===== src/best_fit_extent_allocator_top_defines.svh =====
// ----------------------------------------------------------------------------
// Assertion macros for the best-fit extent allocator.
// Each macro is empty when ASSERT_OFF is defined.
// ----------------------------------------------------------------------------
`ifndef BEST_FIT_EXTENT_ALLOCATOR_TOP_DEFINES_SVH
`define BEST_FIT_EXTENT_ALLOCATOR_TOP_DEFINES_SVH
`ifndef ASSERT_OFF
`define BFEA_ASSERT_IMPL(label, prop) \
  label: assert property (@(posedge clk) disable iff (rst) prop) else $error("bfea check failed");
`define BFEA_ASSERT_NEXT(label, a, b) \
  label: assert property (@(posedge clk) disable iff (rst) (a) |=> (b)) else $error("bfea check failed");
`else
`define BFEA_ASSERT_IMPL(label, prop)
`define BFEA_ASSERT_NEXT(label, a, b)
`endif
`endif


===== src/bfea_pkg.sv =====
// ----------------------------------------------------------------------------
// bfea_pkg
// Types, constants and control structs shared by the extent allocator.
// ----------------------------------------------------------------------------
package bfea_pkg;

  localparam int unsigned ENTRIES     = 512;
  localparam int unsigned PAGE_BYTES  = 4096;
  localparam int unsigned GUARD_BYTES = 4096;
  localparam int unsigned IDX_W       = $clog2(ENTRIES);
  localparam int unsigned CNT_W       = $clog2(ENTRIES + 1);
  localparam int unsigned PAGE_SH     = $clog2(PAGE_BYTES);
  localparam int unsigned LEN_W       = 31;
  localparam int unsigned SIZE_W      = 31;
  localparam int unsigned ADDR_W      = 64;
  // Totals are kept two bits wider than lengths to detect oversize.
  localparam int unsigned TOT_W       = 33;
  localparam logic [ADDR_W-1:0] WINDOW_BASE_RST = 64'hFFFFFF8080000000;
  localparam logic [ADDR_W-1:0] WINDOW_END_RST  = 64'hFFFFFF80C0000000;
  localparam logic [TOT_W-1:0]  LEN_MAX = TOT_W'(33'h07FFFFFFF);

  typedef enum logic [0:0] {
    CFG_WINDOW_BASE = 1'b0,
    CFG_WINDOW_END  = 1'b1
  } cfg_index_t;

  typedef enum logic [1:0] {
    ST_DONE     = 2'd0,
    ST_NO_SPACE = 2'd1,
    ST_DROPPED  = 2'd2,
    ST_IGNORED  = 2'd3
  } status_t;

  typedef enum logic [0:0] {
    KIND_ALLOC = 1'b0,
    KIND_FREE  = 1'b1
  } kind_t;

  typedef struct packed {
    logic              kind;
    logic [SIZE_W-1:0] request_size;
    logic [ADDR_W-1:0] free_address;
  } in_item_t;

  typedef struct packed {
    logic [ADDR_W-1:0] result_address;
    logic [1:0]        status;
  } out_item_t;

  typedef enum logic [3:0] {
    S_IDLE,
    S_CHECK,
    S_SCAN_A,
    S_ALLOC_WR,
    S_SCAN_SLOT,
    S_SCAN_LOW,
    S_INSERT,
    S_SCAN_UP,
    S_MERGE_UP,
    S_RESULT
  } state_t;

  // Controller to datapath.
  typedef struct packed {
    logic load;          // capture input item
    logic scan_clear;    // restart scan counter and search results
    logic scan_step;     // advance scan by one slot
    logic scan_mode_a;   // best-fit search
    logic scan_mode_s;   // first invalid slot
    logic scan_mode_l;   // lower neighbor
    logic scan_mode_u;   // upper neighbor
    logic alloc_commit;  // write allocation result
    logic insert_commit; // add or extend lower
    logic merge_commit;  // absorb upper neighbor
    logic set_status;
    logic [1:0] status;
    logic out_load;
  } ctl_t;

  // Datapath to controller.
  typedef struct packed {
    logic is_free;
    logic zero_req;
    logic oversize;
    logic scan_done;
    logic found;         // result of the last scan
    logic bump_ok;
  } sts_t;

endpackage


===== src/bfea_ctrl.sv =====
// ----------------------------------------------------------------------------
// bfea_ctrl
// Sequencer: runs checks, slot scans and commits for one transaction.
// ----------------------------------------------------------------------------
module bfea_ctrl (
  input  logic            clk,
  input  logic            rst,
  input  logic            in_valid,
  output logic            in_stall,
  output logic            out_valid,
  input  logic            out_stall,
  input  bfea_pkg::sts_t  sts,
  output bfea_pkg::ctl_t  ctl
);
  import bfea_pkg::*;

  state_t state, state_next;
  logic   out_pend, out_pend_next;

  always_ff @(posedge clk) begin
    if (rst) begin
      state    <= S_IDLE;
      out_pend <= 1'b0;
    end else begin
      state    <= state_next;
      out_pend <= out_pend_next;
    end
  end

  assign out_valid = out_pend;
  // A new transaction can enter as soon as the previous result is loaded.
  assign in_stall  = (state != S_IDLE);

  always_comb begin
    state_next    = state;
    ctl           = '0;
    out_pend_next = out_pend && out_stall;
    unique case (state)
      S_IDLE: begin
        if (in_valid) begin
          ctl.load   = 1'b1;
          state_next = S_CHECK;
        end
      end
      S_CHECK: begin
        ctl.scan_clear = 1'b1;
        if (sts.zero_req) begin
          ctl.set_status = 1'b1;
          ctl.status     = ST_IGNORED;
          state_next     = S_RESULT;
        end else if (sts.oversize) begin
          ctl.set_status = 1'b1;
          ctl.status     = sts.is_free ? ST_DROPPED : ST_NO_SPACE;
          state_next     = S_RESULT;
        end else begin
          state_next = sts.is_free ? S_SCAN_SLOT : S_SCAN_A;
        end
      end
      S_SCAN_A: begin
        ctl.scan_step   = 1'b1;
        ctl.scan_mode_a = 1'b1;
        if (sts.scan_done) state_next = S_ALLOC_WR;
      end
      S_ALLOC_WR: begin
        ctl.set_status = 1'b1;
        if (sts.found || sts.bump_ok) begin
          ctl.alloc_commit = 1'b1;
          ctl.status       = ST_DONE;
        end else begin
          ctl.status = ST_NO_SPACE;
        end
        state_next = S_RESULT;
      end
      S_SCAN_SLOT: begin
        ctl.scan_step   = 1'b1;
        ctl.scan_mode_s = 1'b1;
        if (sts.scan_done) begin
          ctl.scan_clear = 1'b1;
          if (sts.found) begin
            state_next = S_SCAN_LOW;
          end else begin
            ctl.set_status = 1'b1;
            ctl.status     = ST_DROPPED;
            state_next     = S_RESULT;
          end
        end
      end
      S_SCAN_LOW: begin
        ctl.scan_step   = 1'b1;
        ctl.scan_mode_l = 1'b1;
        if (sts.scan_done) state_next = S_INSERT;
      end
      S_INSERT: begin
        ctl.insert_commit = 1'b1;
        ctl.scan_clear    = 1'b1;
        state_next        = S_SCAN_UP;
      end
      S_SCAN_UP: begin
        ctl.scan_step   = 1'b1;
        ctl.scan_mode_u = 1'b1;
        if (sts.scan_done) state_next = S_MERGE_UP;
      end
      S_MERGE_UP: begin
        ctl.merge_commit = 1'b1;
        ctl.set_status   = 1'b1;
        ctl.status       = ST_DONE;
        state_next       = S_RESULT;
      end
      S_RESULT: begin
        if (!out_pend || !out_stall) begin
          ctl.out_load  = 1'b1;
          out_pend_next = 1'b1;
          state_next    = S_IDLE;
        end
      end
      default: state_next = S_IDLE;
    endcase
  end

endmodule


===== config.mk =====
export PLATFORM = sky130hd
export DESIGN_NAME = bfea_ctrl
export DESIGN_NICKNAME = d
export VERILOG_FILES = /design/src/best_fit_extent_allocator_top_defines.svh /design/src/bfea_pkg.sv /design/src/bfea_ctrl.sv
export SDC_FILE = /design/constraint.sdc
export NUM_CORES = 1
export LEC_CHECK = 0
export BUFFER_PORTS_ARGS = -buffer_cell sky130_fd_sc_hd__buf_2
export CORE_AREA = 10 10 47 49
export CTS_CLUSTER_DIAMETER = 150
export DETAILED_ROUTE_END_ITERATION = 10
export DIE_AREA = 0 0 57 59
export PLACE_DENSITY = 0.83
export SYNTH_ARGS = -nofsm -noshare
export SYNTH_HDL_FRONTEND = slang
export SYNTH_SLANG_ARGS = --single-unit

===== constraint.sdc =====
create_clock -name clk -period 1.5 [get_ports clk]
set_input_delay 0.225 -clock clk [delete_from_list [all_inputs] [get_ports clk]]
set_output_delay 0.225 -clock clk [all_outputs]
set_load 0.02 [all_outputs]

==> key figures, run 1 <==
Critical path
  – Combined buffer and inverter count along the critical path: 2
  – Worst path required time: 1.27 ns
  – Cell-by-cell trace of the critical path: buf_4, nor4_1, buf_2
  – Critical path's top delay family: flip-flops
  – Crit start category: flop
  – Delay contributed by the slowest stage of the critical path: 0.39 ns
  – Largest fanout of any net on the critical path: 10
  – Worst reg2reg path depth: 5
  – Total number of cells along the worst setup path: 3
  – Critical path type: flop to output port
  – Arr. time, crit path: 1.38 ns
  – Critical path's slowest cell: dfxtp_4
  – Crit. End Element: output port

Route
  – Final routed wirelength across all metal layers: 2330 um
  – Drt first-iter violations: 21
  – Drc violations: 0
  – Avg WL per Cell: 16.7 um
  – Total iterations of the first detailed-routing run: 4
  – Per-cell via count in the routed design: 5.68
  – Via Count: 795
  – DRT antenna net count: 0

Timing
  – Fmax: 624 MHz
  – Number of hold violations in the final report: 0
  – Tmin final: 1.60 ns
  – RSZ-0062 raised after global routing: true
  – Total setup violations reported at the end of the flow: 4
  – Transition time at the pin with the least slew margin: 0.318 ns
  – Final Slew Violations: 0
  – Worst slew margin relative to its limit: 78.6%
  – Maximum clock skew at final layout: 0.000874 ns
  – Final worst-path cycle share: 107%
  – Final worst-path setup slack: -0.103 ns

Synthesis
  – Area fraction in compound gates after synthesis: 28.6%
  – Adder-Cell Fraction of Synth Area: 0%
  – Syn Std Cell Area: 559 um^2
  – Yosys warns: 0
  – Post-synth net total: 91
  – Synthesized instance count: 81
  – Fraction of synthesized cell area in xor and xnor cells: 1.57%
  – Count of different cell masters after synthesis: 33
  – Dominant combinational cell family by area after synthesis: simple AND/OR/NAND/NOR gates
  – Mean post-synth cell area: 6.90 um^2
  – Simple-gate area share of the yosys netlist: 40.0%
  – Multiplexer share of the synthesized area: 3.80%
  – Proportion of synthesized chip area in sequential cells: 17.9%
  – Number of synthesized register bits: 5

Layout
  – Final net count: 135
  – FILL cells: 114
  – Count of antenna diodes in the layout: 0
  – Growth of design area from synthesis to finish: 83.9%
  – Area of the multi-input gates: 524 um^2
  – Post-route design area: 0.00103 mm^2
  – Fraction of final layout cells sized beyond drive strength 1: 59.7%
  – Sequential standard cell area: 115 um^2

Power
  – Combinational Power Share: 54.4%
  – Largest voltage drop on the vdd net: 555 uV
  – Ratio of total power to cell area: 706 mW/mm^2
  – Sw Share: 40.0%
  – Switch Pwr: 0.290 mW
  – Final total power: 0.726 mW
  – Clock power frac: 21.8%
  – Static leakage: 0.437 nW
  – Sequential fraction of design power: 23.8%
  – P_int: 0.435 mW

Placed design
  – Port Buffer Count: 25
  – Gpl congestion: 0.910
  – Total half-perimeter wirelength after legalization and detailed placement: 1410 um
  – Post-place instance area: 761 um^2

Run status
  – Failing checks: negative setup slack
  – Run status: complete, but fails checks

Global routing
  – Global-route wire length before repair: 3140 um
  – Number of global-route vias before repair: 731
  – Pin count of the biggest net entering global routing: 15
  – Most congested layer reported by global routing: met2
  – Number of antenna violations at the first check in global routing: 0
  – Met1 layer usage reported by global route: 12.0%
  – Gr ovfl total: 0
  – Total routing resource utilization after global routing: 11.1%
  – Met3 routing resource usage after global routing: 3.65%
  – Met2 Use GR: 19.2%

Min path
  – Hold Path Depth: 2
  – Class of the most critical hold timing path: primary input to flop

Floorplanning
  – Die footprint: 0.00336 mm^2
  – Placement Rows: 14
  – I/O pin total: 26
  – Y dimension of the die: 59 um
  – CORE AREA: 0.00140 mm^2
  – Width of the die: 57 um
  – Starting Density: 39.9%

CTS
  – Clock slew at the register clock pins of the worst setup and hold paths: 0.04 ns
  – Root buffer selected by CTS: clkbuf_4
  – Total clock buffers created by CTS: 3
  – Total number of H-tree levels: 1
  – Number of buffers on the longest clock path: 2
  – Clock tree from TritonCTS: yes
  – Clk_lat worst skew: 0.24 ns
  – Clock sinks: 5

Flow run
  – Number of maximum-capacitance violations: 0
## worst paths after layout
kind | from | endpoint | slack [ns]
min reg2reg | out_valid | out_valid | 0.56
max | state[0] | ctl[4] | -0.10
min | rst | state[1] | 0.23
max reg2reg | state[3] | state[2] | 0.09
## power groups by stage
| stage | combinational, mW | clock [mW] | sequential (mW) |
|---|---|---|---|
| after floorplan | 0.214 | 0 | 0.155 |
| after global placement | 0.297 | 0 | 0.167 |
| after detailed placement | 0.304 | 0 | 0.168 |
| after CTS | 0.328 | 0.161 | 0.167 |
| after global routing | 0.425 | 0.173 | 0.176 |
| final | 0.395 | 0.158 | 0.173 |
## cells by family (layout without fill, tap and decap cells)
logic type | Yosys count | after routing
xor+xnor | 1 | 1
compound gates | 22 | 22
simple gates | 43 | 43
buf+inv | 8 | 51
mux | 2 | 2
flops | 5 | 5
## stage by stage
step	std cells	setup slack (ns)	util, %	TNS, ns	hold slack, ns
global placement	125	0.0744	54.3	0	0.457
detailed placement	125	0.0368	54.3	0	0.465
floorplan	81	-0.0604	-	-0.163	0.294
finish	140	-0.103	73.4	-0.323	0.233
global route	140	-0.161	73.4	-0.788	0.235
CTS	134	-0.0639	61.3	-0.245	0.219
## registers in the layout, summed over array words and instances (netlist names)
| name | cells |
|---|---|
| state | 4 |
| out_valid | 1 |
## cells in the mapped netlist
cell	instances	area, um^2
nor2_1	12	45.0
nor3_1	10	50.1
o21ai_0	7	35.0
a21oi_1	6	30.0
dfxtp_1	5	100
nand2_1	5	18.8
nand2b_1	5	31.3
buf_2	3	15.0
nor2b_1	2	12.5
nor4_1	2	12.5
o31ai_1	2	15.0
a211oi_1	1	7.51
a2bb2oi_1	1	8.76
and2b_4	1	10.0
and3_1	1	6.26
buf_1	1	3.75
buf_4	1	7.51
buf_6	1	11.3
clkbuf_1	1	3.75
inv_1	1	3.75
mux2_2	1	11.3
mux2i_1	1	10.0
nand3_1	1	5.00
nand3b_1	1	7.51
nor3b_1	1	7.51
o21ba_2	1	10.0
o21bai_1	1	7.51
o32a_1	1	10.0
o32ai_4	1	27.5
o41ai_1	1	8.76
or3_1	1	6.26
or3_4	1	11.3
xnor2_1	1	8.76
## placed cells by master (no fill, tap or decap), types with 2 or more instances in the layout
cell and count:
buf_4 22, buf_2 15, nor2_1 9, nor3_1 7
buf_6 7, nand2_1 5, a21oi_1 4, o21ai_0 4
dfxtp_4 4, nand2b_4 3, clkbuf_4 3, nor4_1 2
nor3_4 2, nor2_4 2, o21ai_1 2, a21oi_2 2
nor2b_1 2, nand2b_1 2
## final cells by class
class / count / share of cell area [%]
timing repair buffer: 46 / 33.0
clock buffer: 4 / 2.55
multi-input combinational: 68 / 51.0
inverter: 1 / 0.365
tap: 16 / 1.95
sequential: 5 / 11.2
## per-layer routing
| layer | wire, um | vias up |
|---|---|---|
| met1 | 882 | 373 |
| met2 | 1270 | 27 |
| met4 | 41 | 0 |
| met5 | 0 | - |
| li1 | - | 389 |
| met3 | 139 | 6 |
## repair_timing
action                     in CTS  in global routing
pin swaps                       3                 10
hold endpoints to repair        0                  0
hold buffers                    0                  0
setup endpoints to repair      13                 15
gates resized for setup        15                 32
setup buffers                   5                  6
Power figures use the tool's default switching activity.
==> run 2: changes to the inputs <==
Settings changed: ABC_AREA from default to 1, CAP_MARGIN from default to 30, PLACE_DENSITY 0.83 to 0.78.
==> run 2 against run 1 <==
Effect of this change:
- the flow still finishes with violations (negative setup slack)
- via count shrank 13%
- highest routed layer unchanged
- final cell count grew 2.9%
- combinational power rose to 2.9 times the previous value
- register-to-register slack improved by 0.20 ns
- clock skew grew 0.0029 ns
- critical path type unchanged
==> key figures, run 2 <==
Route
  – Final routed wirelength across all metal layers: 1680 um
  – Drc violations: 0
  – Avg WL per Cell: 11.7 um
  – Drt first-iter violations: 11
  – Per-cell via count in the routed design: 4.79
  – Total iterations of the first detailed-routing run: 4
  – Via Count: 690
  – DRT antenna net count: 0

Synthesis
  – Fraction of synthesized cell area in xor and xnor cells: 0%
  – Mean post-synth cell area: 5.44 um^2
  – Multiplexer share of the synthesized area: 0%
  – Post-synth net total: 101
  – Number of synthesized register bits: 5
  – Library cell with the largest summed area after synthesis: dfxtp_1
  – Adder-Cell Fraction of Synth Area: 0%
  – Most used standard cell by instance count after synthesis: nand2_1
  – Top cells by area, synth: dfxtp_1, nand2_1, nor2_1, nand3_1, inv_1
  – Proportion of synthesized chip area in sequential cells: 20.2%
  – Syn Std Cell Area: 495 um^2
  – Top_reg_cell synth: dfxtp_1
  – Synthesized instance count: 91
  – Top post-synthesis cells by count: nand2_1, nor2_1, inv_1, nand3_1, inv_2
  – Count of different cell masters after synthesis: 14
  – Yosys warns: 0
  – Dominant combinational cell family by area after synthesis: simple AND/OR/NAND/NOR gates
  – Area fraction in compound gates after synthesis: 6.31%
  – Area share of the largest cell type after synthesis: 20.2%
  – FFs w/ async S/R, synth: 0%
  – Number of enable flip-flop cells after synthesis: 0
  – Simple-gate area share of the yosys netlist: 61.4%

Timing
  – Maximum clock skew at final layout: 0.00375 ns
  – Worst slew margin relative to its limit: 78.8%
  – Total setup violations reported at the end of the flow: 1
  – Tmin final: 1.51 ns
  – Final worst-path cycle share: 101%
  – Final worst-path setup slack: -0.00884 ns
  – Number of hold violations in the final report: 0
  – Fmax: 663 MHz
  – Final Slew Violations: 0
  – Transition time at the pin with the least slew margin: 0.317 ns
  – Setup Total Neg Slack: -0.00884 ns
  – RSZ-0062 raised after global routing: true

Global routing
  – Global-route wire length before repair: 2560 um
  – Gr ovfl total: 0
  – Total routing resource utilization after global routing: 9.13%
  – Number of antenna violations at the first check in global routing: 0
  – Number of global-route vias before repair: 617
  – Pin count of the biggest net entering global routing: 9

Min path
  – Class of the most critical hold timing path: primary input to flop
  – Launch instance of the worst min-delay path: rst
  – Hold Path Depth: 2

Critical path
  – Critical Path Source: state[0]
  – Arr. time, crit path: 1.28 ns
  – Worst path required time: 1.27 ns
  – Worst reg2reg path depth: 9
  – Crit. End Element: output port
  – Critical path type: flop to output port
  – Reg-to-reg critical path endpoint: state[0]
  – Crit start category: flop
  – Internal reg-to-reg setup slack: 0.29 ns
  – Reg2Reg Launch Point: state[1]
  – Crit path to: ctl[1]
  – Largest fanout of any net on the critical path: 5

Layout
  – Final net count: 139
  – Number of flip-flops under the largest register name: 4
  – Top reg by flops: state
  – Count of antenna diodes in the layout: 0
  – Fraction of final layout cells sized beyond drive strength 1: 52.3%
  – Most used cells in the layout excluding fill and tap cells: nand2_1, buf_2, nor2_1
  – FILL cells: 134
  – Most common library cell in the layout ignoring fill and taps: nand2_1
  – Growth of design area from synthesis to finish: 63.4%
  – Final standard cell utilization of the core: 57.8%

Placed design
  – DP Worst Slack: 0.119 ns
  – Gpl congestion: 0.964
  – Total half-perimeter wirelength after legalization and detailed placement: 1240 um
  – Port Buffer Count: 25

Floorplanning
  – Y dimension of the die: 59 um
  – Placement Rows: 14
  – Starting Density: 35.4%
  – Width of the die: 57 um
  – CORE AREA: 0.00140 mm^2
  – Die footprint: 0.00336 mm^2
  – I/O pin total: 26

Power
  – Largest voltage drop on the vdd net: 1010 uV
  – Static leakage: 0.497 nW
  – Ratio of total power to cell area: 1890 mW/mm^2

CTS
  – Clock slew at the register clock pins of the worst setup and hold paths: 0.04 ns
  – Root buffer selected by CTS: clkbuf_4
  – Clock tree from TritonCTS: yes
  – Total number of H-tree levels: 1
  – Clock sinks: 5
  – Total clock buffers created by CTS: 3
  – Number of buffers on the longest clock path: 2
  – Clk_lat worst skew: 0.24 ns
  – Total of hold buffers inserted after clock tree synthesis: 0

Run status
  – Failing checks: negative setup slack
  – Run status: complete, but fails checks

Flow run
  – Number of maximum-capacitance violations: 0
run 2: changes by cell type after synthesis, moves of 6 or more:
cell,before,now
inv_1,1,10
inv_2,0,6
nand2_1,5,25
nand3_1,1,10
nor3_1,10,0
run 2: cell type report:
class	instances	area [um^2]	share of cell area, %
sequential	5	110	13.6
clock buffer	4	26.3	3.25
tap	16	20.0	2.47
timing repair buffer	33	206	25.5
inverter	16	62.6	7.73
multi-input combinational	70	384	47.4
run 2: power by group:
group / switching (mW) / total, mW / internal, mW / leakage (nW)
clock network: 0.0542 / 0.155 / 0.101 / 0.0150
logic: 0.666 / 1.13 / 0.466 / 0.439
registers: 0.0591 / 0.244 / 0.185 / 0.0431
total: 0.779 / 1.53 / 0.752 / 0.497
run 2: repair_timing:
action,4_1_cts,5_1_grt
endpoints found under the hold margin,0,0
gates resized for setup,14,13
setup endpoints to repair,5,5
buffers inserted,3,4
pin swaps,4,6
run 2: kinds of logic after synthesis:
kind of cell	after synthesis
simple gates	65
buf+inv	16
compound gates	5
flops	5
run 2: metal layers:
layer  track usage, %  vias to the layer above  wire, um
li1                 -                      357         -
met1             9.55                      307       618
met2             15.2                       21       906
met3             2.36                        5       111
met4             7.38                        0        42
met5                0                        -         0
run 2: worst max-delay path, cell delays in order (launching register included):
cell     delay, ns
dfxtp_2       0.35
inv_4         0.06
nor2_4        0.11
nand2_2       0.09
nor2_4        0.12
o21ai_2       0.07
o31ai_2       0.06
buf_4         0.18
run 2: worst min path at each step:
stage               slack, ns   endpoint
finish                   0.15  out_valid
global route             0.17  out_valid
CTS                      0.15  out_valid
detailed placement       0.41  out_valid
global placement         0.40  out_valid
floorplan                0.29  out_valid
run 2: stage by stage:
step / area [um^2] / total power, mW / instances / hold slack [ns]
3_5_place_dp: 648 / 1.09 / 133 / 0.407
6_report: 810 / 1.53 / 144 / 0.153
3_3_place_gp: 648 / 1.09 / 133 / 0.397
4_1_cts: 731 / 1.39 / 140 / 0.151
2_1_floorplan: 495 / 0.850 / 91 / 0.294
5_1_grt: 810 / 1.65 / 144 / 0.167
